File: config.mk
export PLATFORM = sky130hd
export DESIGN_NAME = note_waveform_oscillator_mixer_core
export DESIGN_NICKNAME = d
export VERILOG_FILES = /design/src/rtl/nwom_pkg.sv /design/src/rtl/note_waveform_oscillator_mixer_core.sv /design/src/rtl/nwom_osc.sv /design/src/rtl/nwom_mul.sv /design/src/rtl/nwom_div.sv
export SDC_FILE = /design/constraint.sdc
export NUM_CORES = 1
export LEC_CHECK = 0
export BUFFER_PORTS_ARGS = -buffer_cell sky130_fd_sc_hd__buf_4
export CAP_MARGIN = 30
export CORE_UTILIZATION = 49
export DETAILED_ROUTE_END_ITERATION = 16
export PLACE_DENSITY = 0.67
export SETUP_SLACK_MARGIN = 0.4
export SYNTH_ARGS = -nofsm -noshare
export SYNTH_HDL_FRONTEND = slang
export SYNTH_SLANG_ARGS = --single-unit
File: constraint.sdc
create_clock -name clk -period 6.49 [get_ports clk]
set_input_delay 1.298 -clock clk [delete_from_list [all_inputs] [get_ports clk]]
set_output_delay 1.298 -clock clk [all_outputs]
set_load 0.05 [all_outputs]
File: src/rtl/nwom_pkg.sv
// Package with types, constants and constant tables of the note oscillator mixer.
`timescale 1ns / 1ps
package nwom_pkg;

  localparam int AUDIO_RATE_HZ   = 44100;
  localparam int SINE_TABLE_BITS = 10;
  localparam int PHASE_BITS      = 32;

  localparam int NOTE_W  = 7;
  localparam int VEL_W   = 7;
  localparam int INST_W  = 7;
  localparam int GAIN_W  = 16;
  localparam int MIX_W   = 16;
  localparam int WMAG_W  = 15;
  localparam int GAIN_FRAC = 14;

  localparam int NOTE_COUNT = 1 << NOTE_W;
  localparam int SINE_Q     = 1 << (SINE_TABLE_BITS - 2);

  // Serial multiplier and divider widths.
  localparam int K_W     = VEL_W + GAIN_W;
  localparam int MPLR_W  = 16;
  localparam int M2_W    = K_W + MPLR_W - GAIN_FRAC;
  localparam int Q_W     = 16;
  localparam int REM_W   = 7;
  localparam int CNT_W   = 3;
  localparam int MUL1_DIGITS = (VEL_W + 1) / 2;

  localparam logic [CNT_W-1:0] MUL1_LAST = CNT_W'(MUL1_DIGITS - 1);
  localparam logic [CNT_W-1:0] MUL2_LAST = CNT_W'(MPLR_W / 2 - 1);
  localparam logic [CNT_W-1:0] DIV_LAST  = CNT_W'(Q_W / 2 - 1);

  localparam logic [REM_W+1:0] DIV_1 = (REM_W+2)'(127);
  localparam logic [REM_W+1:0] DIV_2 = (REM_W+2)'(254);
  localparam logic [REM_W+1:0] DIV_3 = (REM_W+2)'(381);

  localparam logic [M2_W-1:0] SAT_POS = M2_W'(127 * 32768);
  localparam logic [M2_W-1:0] SAT_NEG = M2_W'(127 * 32769);

  localparam logic [MIX_W:0]   NOTE_MAX = 17'h07FFF;
  localparam logic [MIX_W:0]   NOTE_MIN = 17'h18000;
  localparam logic [MIX_W-1:0] MIX_MAX  = 16'h7FFF;
  localparam logic [MIX_W-1:0] MIX_MIN  = 16'h8000;
  localparam logic [WMAG_W-1:0] WAVE_FULL = '1;

  localparam logic [1:0] WAVE_SINE   = 2'd0;
  localparam logic [1:0] WAVE_SQUARE = 2'd1;
  localparam logic [1:0] WAVE_SAW    = 2'd2;
  localparam logic [1:0] WAVE_TRI    = 2'd3;

  typedef struct packed {
    logic                     note_start;
    logic [NOTE_W-1:0]        note;
    logic [VEL_W-1:0]         velocity;
    logic [INST_W-1:0]        instrument;
    logic [GAIN_W-1:0]        gain;
    logic signed [MIX_W-1:0]  mix_in;
  } tick_t;

  typedef struct packed {
    logic signed [MIX_W-1:0] mix_out;
    logic                    clipped;
  } mix_t;

  typedef struct packed {
    logic              neg;
    logic [WMAG_W-1:0] mag;
  } wave_t;

  typedef struct packed {
    logic             start;
    logic [CNT_W-1:0] last;
  } mul_ctl_t;

  typedef struct packed {
    logic              done;
    logic [K_W-1:0]    hi;
    logic [MPLR_W-1:0] lo;
  } mul_res_t;

  typedef struct packed {
    logic           done;
    logic           sat;
    logic           neg;
    logic [Q_W-1:0] q;
  } div_res_t;

  typedef logic [PHASE_BITS-1:0] inc_tab_t [NOTE_COUNT];
  typedef logic [WMAG_W-1:0] sine_tab_t [SINE_Q];

  localparam logic [63:0] SEMI_HZ [12] = '{
    64'd17145893, 64'd18165441, 64'd19245614, 64'd20390018, 64'd21602472, 64'd22887021,
    64'd24247954, 64'd25689813, 64'd27217409, 64'd28835840, 64'd30550508, 64'd32367136
  };

  localparam logic [63:0] HALF_PI_Q30 = 64'd1686629713;
  localparam logic [63:0] ONE_Q30     = 64'd1073741824;

  function automatic inc_tab_t build_inc_tab();
    inc_tab_t    tab;
    logic [63:0] t;
    int          k;
    for (int n = 0; n < NOTE_COUNT; n++) begin
      t = (SEMI_HZ[n % 12] << 28) / 64'(AUDIO_RATE_HZ);
      k = 49 - PHASE_BITS - n / 12;
      tab[n] = PHASE_BITS'((t + (64'd1 << (k - 1))) >> k);
    end
    return tab;
  endfunction

  // Quarter-wave sine sample from a truncated Taylor series in Q30.
  function automatic logic [WMAG_W-1:0] quarter_sine(input logic [63:0] r);
    logic [63:0]        x;
    logic [63:0]        x2;
    logic [63:0]        term;
    logic [63:0]        v;
    logic signed [63:0] sum;
    x = (r * HALF_PI_Q30) >> (SINE_TABLE_BITS - 2);
    x2 = (x * x) >> 30;
    term = x;
    sum = signed'(x);
    for (int i = 1; i <= 5; i++) begin
      term = ((term * x2) >> 30) / 64'((2 * i) * (2 * i + 1));
      if (i % 2 == 1) begin
        sum = sum - signed'(term);
      end else begin
        sum = sum + signed'(term);
      end
    end
    if (sum < 0) begin
      sum = 0;
    end
    v = (64'(sum) * 64'd32767 + (ONE_Q30 >> 1)) >> 30;
    if (v > 64'd32767) begin
      v = 64'd32767;
    end
    return v[WMAG_W-1:0];
  endfunction

  function automatic sine_tab_t build_sine_tab();
    sine_tab_t tab;
    for (int i = 0; i < SINE_Q; i++) begin
      tab[i] = quarter_sine(64'(i));
    end
    return tab;
  endfunction

  localparam inc_tab_t  NOTE_INC  = build_inc_tab();
  localparam sine_tab_t SINE_TAB  = build_sine_tab();
  localparam logic [WMAG_W-1:0] SINE_PEAK = quarter_sine(64'(SINE_Q));

  function automatic logic [1:0] wave_kind(input logic [INST_W-1:0] inst);
    logic [1:0] kind;
    unique case (inst)
      7'd3, 7'd6, 7'd29, 7'd37, 7'd38, 7'd40: kind = WAVE_SQUARE;
      7'd28, 7'd33, 7'd39:                    kind = WAVE_SAW;
      7'd95, 7'd96, 7'd100:                   kind = WAVE_TRI;
      default:                                kind = WAVE_SINE;
    endcase
    return kind;
  endfunction

endpackage

File: src/rtl/note_waveform_oscillator_mixer_core.sv
// Top level of the note oscillator mixer: sequencing, mixing and output register.
//
// One input word on the tick channel (tick_valid, tick_ready, tick) is one
// output sample of a sounding note. For each accepted word the block returns
// one word on the mix channel (mix_valid, mix_ready, mix): the note sample
// added to the incoming mix sample, clipped to 16 bits, with a clip flag.
// An accepted word runs through a radix-4 serial multiplier twice (velocity
// times gain, then wave times that product) and a radix-4 serial divider by
// 127. The result passes the states MUL1, MUL2, DIV and OUT on its way to the
// output register, and a new word is accepted only once the block is back in
// idle. Only one word is in progress at a time.
// A finished word waits in the output register while the receiver stalls;
// the next tick is accepted meanwhile and is held at its end until the output
// register is free. Reset clears the phase accumulator to zero, empties the
// output register and returns the block to idle, ready for a word.
`timescale 1ns / 1ps
module note_waveform_oscillator_mixer_core import nwom_pkg::*; (
  input  logic  clk,
  input  logic  rst,
  input  logic  tick_valid,
  output logic  tick_ready,
  input  tick_t tick,
  output logic  mix_valid,
  input  logic  mix_ready,
  output mix_t  mix
);

  localparam logic [2:0] ST_IDLE = 3'd0;
  localparam logic [2:0] ST_MUL1 = 3'd1;
  localparam logic [2:0] ST_MUL2 = 3'd2;
  localparam logic [2:0] ST_DIV  = 3'd3;
  localparam logic [2:0] ST_OUT  = 3'd4;

  logic [2:0]        state;
  logic [2:0]        state_next;
  logic              accept;
  logic              load_out;
  logic [MIX_W-1:0]  mix_in_q;
  wave_t             wave;
  mul_ctl_t          mctl;
  mul_res_t          mres;
  logic [K_W-1:0]    mcand;
  logic [MPLR_W-1:0] mplr;
  logic [K_W-1:0]    k_val;
  logic [M2_W-1:0]   m2;
  logic              div_start;
  div_res_t          dres;
  logic [MIX_W:0]    addend;
  logic              add_cin;
  logic [MIX_W+1:0]  total;
  logic              ovf;
  mix_t              result;

  assign tick_ready = (state == ST_IDLE);
  assign accept = tick_valid && tick_ready;
  assign load_out = (state == ST_OUT) && (!mix_valid || mix_ready);

  nwom_osc u_osc (
    .clk  (clk),
    .rst  (rst),
    .load (accept),
    .tick (tick),
    .wave (wave)
  );

  assign k_val = K_W'({mres.hi, mres.lo} >> (MPLR_W - 2 * MUL1_DIGITS));
  assign m2 = M2_W'({mres.hi, mres.lo} >> GAIN_FRAC);

  assign mctl.start = accept || ((state == ST_MUL1) && mres.done);
  assign mctl.last = accept ? MUL1_LAST : MUL2_LAST;
  assign mcand = accept ? K_W'(tick.gain) : k_val;
  assign mplr = accept ? MPLR_W'(tick.velocity) : {1'b0, wave.mag};

  nwom_mul u_mul (
    .clk      (clk),
    .rst      (rst),
    .ctl      (mctl),
    .mcand_in (mcand),
    .mplr_in  (mplr),
    .res      (mres)
  );

  assign div_start = (state == ST_MUL2) && mres.done;

  nwom_div u_div (
    .clk   (clk),
    .rst   (rst),
    .start (div_start),
    .m2    (m2),
    .neg   (wave.neg),
    .res   (dres)
  );

  always_comb begin
    if (dres.sat) begin
      addend = dres.neg ? NOTE_MIN : NOTE_MAX;
    end else begin
      addend = dres.neg ? ~{1'b0, dres.q} : {1'b0, dres.q};
    end
    add_cin = !dres.sat && dres.neg;
    total = {{2{mix_in_q[MIX_W-1]}}, mix_in_q} + {addend[MIX_W], addend}
            + (MIX_W+2)'(add_cin);
    ovf = (total[MIX_W+1:MIX_W-1] != 3'b000) && (total[MIX_W+1:MIX_W-1] != 3'b111);
    result.mix_out = ovf ? (total[MIX_W+1] ? MIX_MIN : MIX_MAX) : total[MIX_W-1:0];
    result.clipped = ovf || dres.sat;
  end

  always_comb begin
    state_next = state;
    unique case (state)
      ST_IDLE: if (accept) state_next = ST_MUL1;
      ST_MUL1: if (mres.done) state_next = ST_MUL2;
      ST_MUL2: if (mres.done) state_next = ST_DIV;
      ST_DIV:  if (dres.done) state_next = ST_OUT;
      ST_OUT:  if (load_out) state_next = ST_IDLE;
      default: state_next = ST_IDLE;
    endcase
  end

  always_ff @(posedge clk) begin
    if (rst) begin
      state <= ST_IDLE;
      mix_valid <= 1'b0;
    end else begin
      state <= state_next;
      if (load_out) begin
        mix_valid <= 1'b1;
      end else if (mix_ready) begin
        mix_valid <= 1'b0;
      end
    end
  end

  always_ff @(posedge clk) begin
    if (accept) begin
      mix_in_q <= tick.mix_in;
    end
    if (load_out) begin
      mix <= result;
    end
  end

endmodule

File: src/rtl/nwom_osc.sv
// Phase accumulator and waveform shaper giving the wave magnitude and sign.
`timescale 1ns / 1ps
module nwom_osc import nwom_pkg::*; (
  input  logic  clk,
  input  logic  rst,
  input  logic  load,
  input  tick_t tick,
  output wave_t wave
);

  logic [PHASE_BITS-1:0]        acc;
  logic [PHASE_BITS-1:0]        ph;
  logic [PHASE_BITS-1:0]        base;
  logic [1:0]                   kind;
  logic [SINE_TABLE_BITS-1:0]   idx;
  logic [SINE_TABLE_BITS-3:0]   r;
  logic [SINE_TABLE_BITS-3:0]   rc;
  logic [WMAG_W-1:0]            sine_mag;
  logic [PHASE_BITS-1:0]        ramp;
  logic                         ramp_c;
  logic [PHASE_BITS:0]          ramp_mag;
  logic [PHASE_BITS+WMAG_W:0]   ramp_scaled;
  wave_t                        wave_next;

  assign base = tick.note_start ? '0 : acc;

  always_ff @(posedge clk) begin
    if (rst) begin
      acc <= '0;
    end else if (load) begin
      acc <= base + NOTE_INC[tick.note];
    end
  end

  always_ff @(posedge clk) begin
    if (load) begin
      ph <= base;
      kind <= wave_kind(tick.instrument);
    end
    wave <= wave_next;
  end

  assign idx = ph[PHASE_BITS-1 -: SINE_TABLE_BITS];
  assign r = idx[SINE_TABLE_BITS-3:0];
  assign rc = '0 - r;
  assign sine_mag = idx[SINE_TABLE_BITS-2] ? ((r == '0) ? SINE_PEAK : SINE_TAB[rc])
                                           : SINE_TAB[r];

  always_comb begin
    if (kind == WAVE_SAW) begin
      ramp = {ph[PHASE_BITS-2:0], 1'b0};
      ramp_c = !ph[PHASE_BITS-1];
    end else begin
      ramp = {ph[PHASE_BITS-3:0], 2'b00};
      ramp_c = ph[PHASE_BITS-2];
    end
    ramp_mag = ramp_c ? ({1'b1, {PHASE_BITS{1'b0}}} - {1'b0, ramp}) : {1'b0, ramp};
    ramp_scaled = {ramp_mag, {WMAG_W{1'b0}}} - {{WMAG_W{1'b0}}, ramp_mag};
  end

  always_comb begin
    unique case (kind)
      WAVE_SQUARE: begin
        wave_next.mag = WAVE_FULL;
        wave_next.neg = ph[PHASE_BITS-1];
      end
      WAVE_SAW: begin
        wave_next.mag = ramp_scaled[PHASE_BITS+WMAG_W-1:PHASE_BITS];
        wave_next.neg = !ph[PHASE_BITS-1];
      end
      WAVE_TRI: begin
        wave_next.mag = ramp_scaled[PHASE_BITS+WMAG_W-1:PHASE_BITS];
        wave_next.neg = ph[PHASE_BITS-1];
      end
      default: begin
        wave_next.mag = sine_mag;
        wave_next.neg = idx[SINE_TABLE_BITS-1];
      end
    endcase
  end

endmodule

File: src/rtl/nwom_mul.sv
// Radix-4 digit-serial multiplier shared by the velocity and wave products.
`timescale 1ns / 1ps
module nwom_mul import nwom_pkg::*; (
  input  logic              clk,
  input  logic              rst,
  input  mul_ctl_t          ctl,
  input  logic [K_W-1:0]    mcand_in,
  input  logic [MPLR_W-1:0] mplr_in,
  output mul_res_t          res
);

  logic              busy;
  logic              done;
  logic [CNT_W-1:0]  cnt;
  logic [K_W-1:0]    mcand;
  logic [K_W-1:0]    hi;
  logic [MPLR_W-1:0] lo;
  logic [K_W+1:0]    sum;

  assign sum = {2'b00, hi} + (lo[0] ? {2'b00, mcand} : '0) + (lo[1] ? {1'b0, mcand, 1'b0} : '0);

  always_ff @(posedge clk) begin
    if (rst) begin
      busy <= 1'b0;
      done <= 1'b0;
      cnt <= '0;
    end else begin
      done <= 1'b0;
      if (ctl.start) begin
        busy <= 1'b1;
        cnt <= ctl.last;
      end else if (busy) begin
        cnt <= cnt - 1'b1;
        if (cnt == '0) begin
          busy <= 1'b0;
          done <= 1'b1;
        end
      end
    end
  end

  always_ff @(posedge clk) begin
    if (ctl.start) begin
      mcand <= mcand_in;
      hi <= '0;
      lo <= mplr_in;
    end else if (busy) begin
      hi <= sum[K_W+1:2];
      lo <= {sum[1:0], lo[MPLR_W-1:2]};
    end
  end

  assign res.done = done;
  assign res.hi = hi;
  assign res.lo = lo;

endmodule

File: src/rtl/nwom_div.sv
// Radix-4 serial divider by 127 with note sample saturation detect.
`timescale 1ns / 1ps
module nwom_div import nwom_pkg::*; (
  input  logic            clk,
  input  logic            rst,
  input  logic            start,
  input  logic [M2_W-1:0] m2,
  input  logic            neg,
  output div_res_t        res
);

  logic             busy;
  logic             done;
  logic [CNT_W-1:0] cnt;
  logic [REM_W-1:0] rem;
  logic [Q_W-1:0]   dsr;
  logic             sat;
  logic             neg_q;
  logic [REM_W+1:0] t;
  logic [1:0]       digit;
  logic [REM_W+1:0] sub;

  assign t = {rem, dsr[Q_W-1:Q_W-2]};

  always_comb begin
    priority if (t >= DIV_3) begin
      digit = 2'd3;
      sub = DIV_3;
    end else if (t >= DIV_2) begin
      digit = 2'd2;
      sub = DIV_2;
    end else if (t >= DIV_1) begin
      digit = 2'd1;
      sub = DIV_1;
    end else begin
      digit = 2'd0;
      sub = '0;
    end
  end

  always_ff @(posedge clk) begin
    if (rst) begin
      busy <= 1'b0;
      done <= 1'b0;
      cnt <= '0;
    end else begin
      done <= 1'b0;
      if (start) begin
        busy <= 1'b1;
        cnt <= DIV_LAST;
      end else if (busy) begin
        cnt <= cnt - 1'b1;
        if (cnt == '0) begin
          busy <= 1'b0;
          done <= 1'b1;
        end
      end
    end
  end

  always_ff @(posedge clk) begin
    if (start) begin
      rem <= REM_W'(m2 >> Q_W);
      dsr <= m2[Q_W-1:0];
      sat <= neg ? (m2 >= SAT_NEG) : (m2 >= SAT_POS);
      neg_q <= neg;
    end else if (busy) begin
      rem <= REM_W'(t - sub);
      dsr <= {dsr[Q_W-3:0], digit};
    end
  end

  assign res.done = done;
  assign res.sat = sat;
  assign res.neg = neg_q;
  assign res.q = dsr;

endmodule

==> flow_summary.ini <==
[yosys]
synthArstFlopShare_pct = 0
post_synth.cell_area_avg_um2 = 7.06
syn_nets = 4164
ys_ff_latch = 216
ys_seq_area_share_pct = 20.3
yosysUniqueCellTypes = 90
syn-cell-area_mm2 = 0.0278
synth_cells = 3930
ys.flop_type = edfxtp_1
synth_edf_count = 131
yosys_warnings = 0

[floorplan]
ioPinCount = 77
num_rows = 86
core_mm2 = 0.0555
die_width_um = 240
start_util_pct = 50.0
die_h_um = 240
dieArea_mm2 = 0.0576

[global_route]
globalRouteOverflowTotal = 0
grt_pass1_vias = 27500
grt.total_usage_pct = 35.2
grt_pass1_wl_mm = 161
grt_start_max_net_pins = 100
antenna_found_initial = 0

[routing]
drt-met1-wl_mm = 43.6
dr_wl_met3_mm = 13.5
firstDrtPassIters = 10
vias_per_cell = 6.76
first_iter_violations = 4389
route.met2.wl_mm = 43.7
drc = 0
vias = 30949
drt-total-wl_mm = 105
ant_nets = 0
top_layer_used = met5
wire_per_inst_um = 22.9

[setup_path]
cp_top_family = simple AND/OR/NAND/NOR gates
cpMostUsedCell = a211oi_1
critPathBufInv = 1
slowest_stage = or4b_1
end_kind = register
cp_cell_sequence = or3_4 -> or4b_1 -> nor2_2 -> nor2_1 -> xnor2_1 -> inv_1 -> ha_1 -> nand2_1 -> or3_1 -> a2111oi_0 -> o2111ai_1 -> a211oi_1 -> a211oi_1 -> o32a_1 -> o31a_1 -> mux2i_1 -> nor4_1
worst_ep_required_time_ns = 6.90
cp-start-kind = register
cp_max_fo = 12
max_stage_delay_ns = 0.72
crit_arrival_ns = 6.12
path_class = reg -> reg
ff2ff_setup_slack_ns = 0.78

[layout]
layout_common_cells = nand2_1, a21oi_1, nor2_1
final_cells = 4579
diodes = 0
fin_nets = 4047
final_common_cell = nand2_1
area_growth_pct = 7.32
drive_above_1_share_pct = 8.67
nFillCells = 5643

[clocking]
cts.sinks = 216
cts_buffers = 24
clk_pin_slew_worst_paths_ns = 0.06
cts_tree = yes
cts-root-buf = clkbuf_16
cts_max_path_buffers = 3
htreeDepth = 1
clock_latency_ns = 0.55

[sta]
fmax_ghz = 0.175
min_period_ns = 5.71
min_period_over_period_pct = 88.0
setup_viol = 0
rsz0062_at_grt = false
worst_pin_slew_ns = 1.09
finalHoldViolations = 0
fin_tns_setup_ns = 0
report.final.slew_viol_count = 0
relSlewSlack_pct = 26.3
skew_ns = 0.0185

[power]
power.density_mw_per_mm2 = 272
worst_ir_drop_vdd_uv = 216
total_power_mw = 8.11
p_leak_nw = 11.6

[placement]
dp_hpwl_mm = 75.5
globalplace.congestion = 1.04
dp_cells = 4535
portBuffers = 76

[flow_run]
cap_violations = 0

[run_status]
status = complete, no violations

[hold_path]
hold_path.class = reg -> reg
cells by family after synthesis:
| logic type | synth area share [%] |
|---|---|
| buffers and inverters | 5.92 |
| adder cells (fa/ha/maj) | 8.17 |
| XOR/XNOR | 4.76 |
| multiplexers | 5.63 |
| flip-flops | 20.3 |
| AO/OA/AOI/OAI | 30.9 |
| AND/OR/NAND/NOR | 24.4 |
per-stage QoR:
stage / util, % / instance area [um^2] / setup WS (ns) / hold WS (ns)
2_1_floorplan: - / 27800 / 0.429 / 0.408
3_3_place_gp: 52.2 / 29000 / 0.411 / 0.434
3_5_place_dp: 52.2 / 29000 / 0.351 / 0.441
4_1_cts: 53.6 / 29800 / 0.748 / 0.449
5_1_grt: 53.7 / 29800 / 0.421 / 0.462
6_report: 53.7 / 29800 / 0.777 / 0.446
worst paths after layout:
path / start / endpoint / cells after the start
worst max-delay path: u_osc.ph[5]$_DFFE_PP_ / u_osc.wave[13]$_DFF_P_ / 17
worst min-delay path: u_osc.acc[14]$_SDFFE_PP0P_ / u_osc.acc[14]$_SDFFE_PP0P_ / 2
worst max register to register: u_osc.ph[5]$_DFFE_PP_ / u_osc.wave[13]$_DFF_P_ / 17
worst min register to register: u_osc.acc[14]$_SDFFE_PP0P_ / u_osc.acc[14]$_SDFFE_PP0P_ / 2
sequential cells by signal, summed over array words and instances (netlist names), 2 cells and up:
name / cells
mix: 17
mix_in_q: 16
state: 3
u_div.cnt: 3
u_div.dsr: 16
u_div.rem: 7
u_mul.cnt: 3
u_mul.hi: 23
u_mul.lo: 16
u_mul.mcand: 23
u_osc.acc: 32
u_osc.kind: 2
u_osc.ph: 32
u_osc.wave: 16
what timing repair did:
item	4_1_cts	5_1_grt
hold buffers	0	0
endpoints found under the setup margin	0	4
buffers inserted	0	0
resized for setup	0	2
report_power, final:
group | internal [mW] | switching (mW)
Sequential | 1.72 | 0.235
Clock | 0.780 | 0.584
Combinational | 1.74 | 3.06
final cells by class:
cell class	instances	area (um^2)	area share (%)
Multi-Input combinational cell	3284	20600	69.1
Sequential cell	216	5640	18.9
Timing Repair Buffer	198	1530	5.14
Tap cell	748	936	3.14
Clock buffer	32	641	2.15
Inverter	89	337	1.13
Clock inverter	12	133	0.445
cells in the mapped netlist, drive strengths merged (18+ instances only):
| cell | instances | share of area (%) |
|---|---|---|
| and3 | 24 | 0.54 |
| o21bai | 19 | 0.51 |
| dfxtp | 85 | 6.1 |
| a21o | 50 | 1.4 |
| a31oi | 63 | 1.4 |
| a221oi | 22 | 0.69 |
| mux4 | 34 | 2.8 |
| a311oi | 48 | 1.5 |
| nor2b | 63 | 1.4 |
| nand2 | 530 | 7.2 |
| ha | 170 | 7.7 |
| edfxtp | 131 | 14 |
| and2 | 67 | 1.5 |
| xor2 | 44 | 1.4 |
| nor4 | 21 | 0.53 |
| or2 | 18 | 0.41 |
| o311ai | 25 | 0.79 |
| o211ai | 65 | 1.8 |
| nor2 | 422 | 5.7 |
| nand4 | 25 | 0.56 |
| xnor2 | 107 | 3.4 |
| o22ai | 20 | 0.45 |
| o221ai | 23 | 0.73 |
| o21ai | 315 | 5.7 |
| or3 | 19 | 0.45 |
| a21oi | 441 | 8.0 |
| inv | 84 | 1.1 |
| o31ai | 29 | 0.80 |
| clkbuf | 259 | 3.5 |
| a211oi | 91 | 2.5 |
| mux2i | 66 | 2.4 |
| nor3 | 110 | 2.0 |
| nand3 | 96 | 1.7 |
| nand2b | 39 | 0.88 |
| buf | 82 | 1.2 |
routing by layer:
layer	GRT usage, %	up-vias
li1	-	14252
met1	50.2	14345
met2	51.7	2019
met3	7.96	331
met4	11.8	2
met5	0.866	-
tightest hold or removal path: stages (launching register included):
cell     delay (ns)
dfxtp_1        0.30
nand2_1        0.05
a21oi_1        0.05
Power figures use the tool's default switching activity.
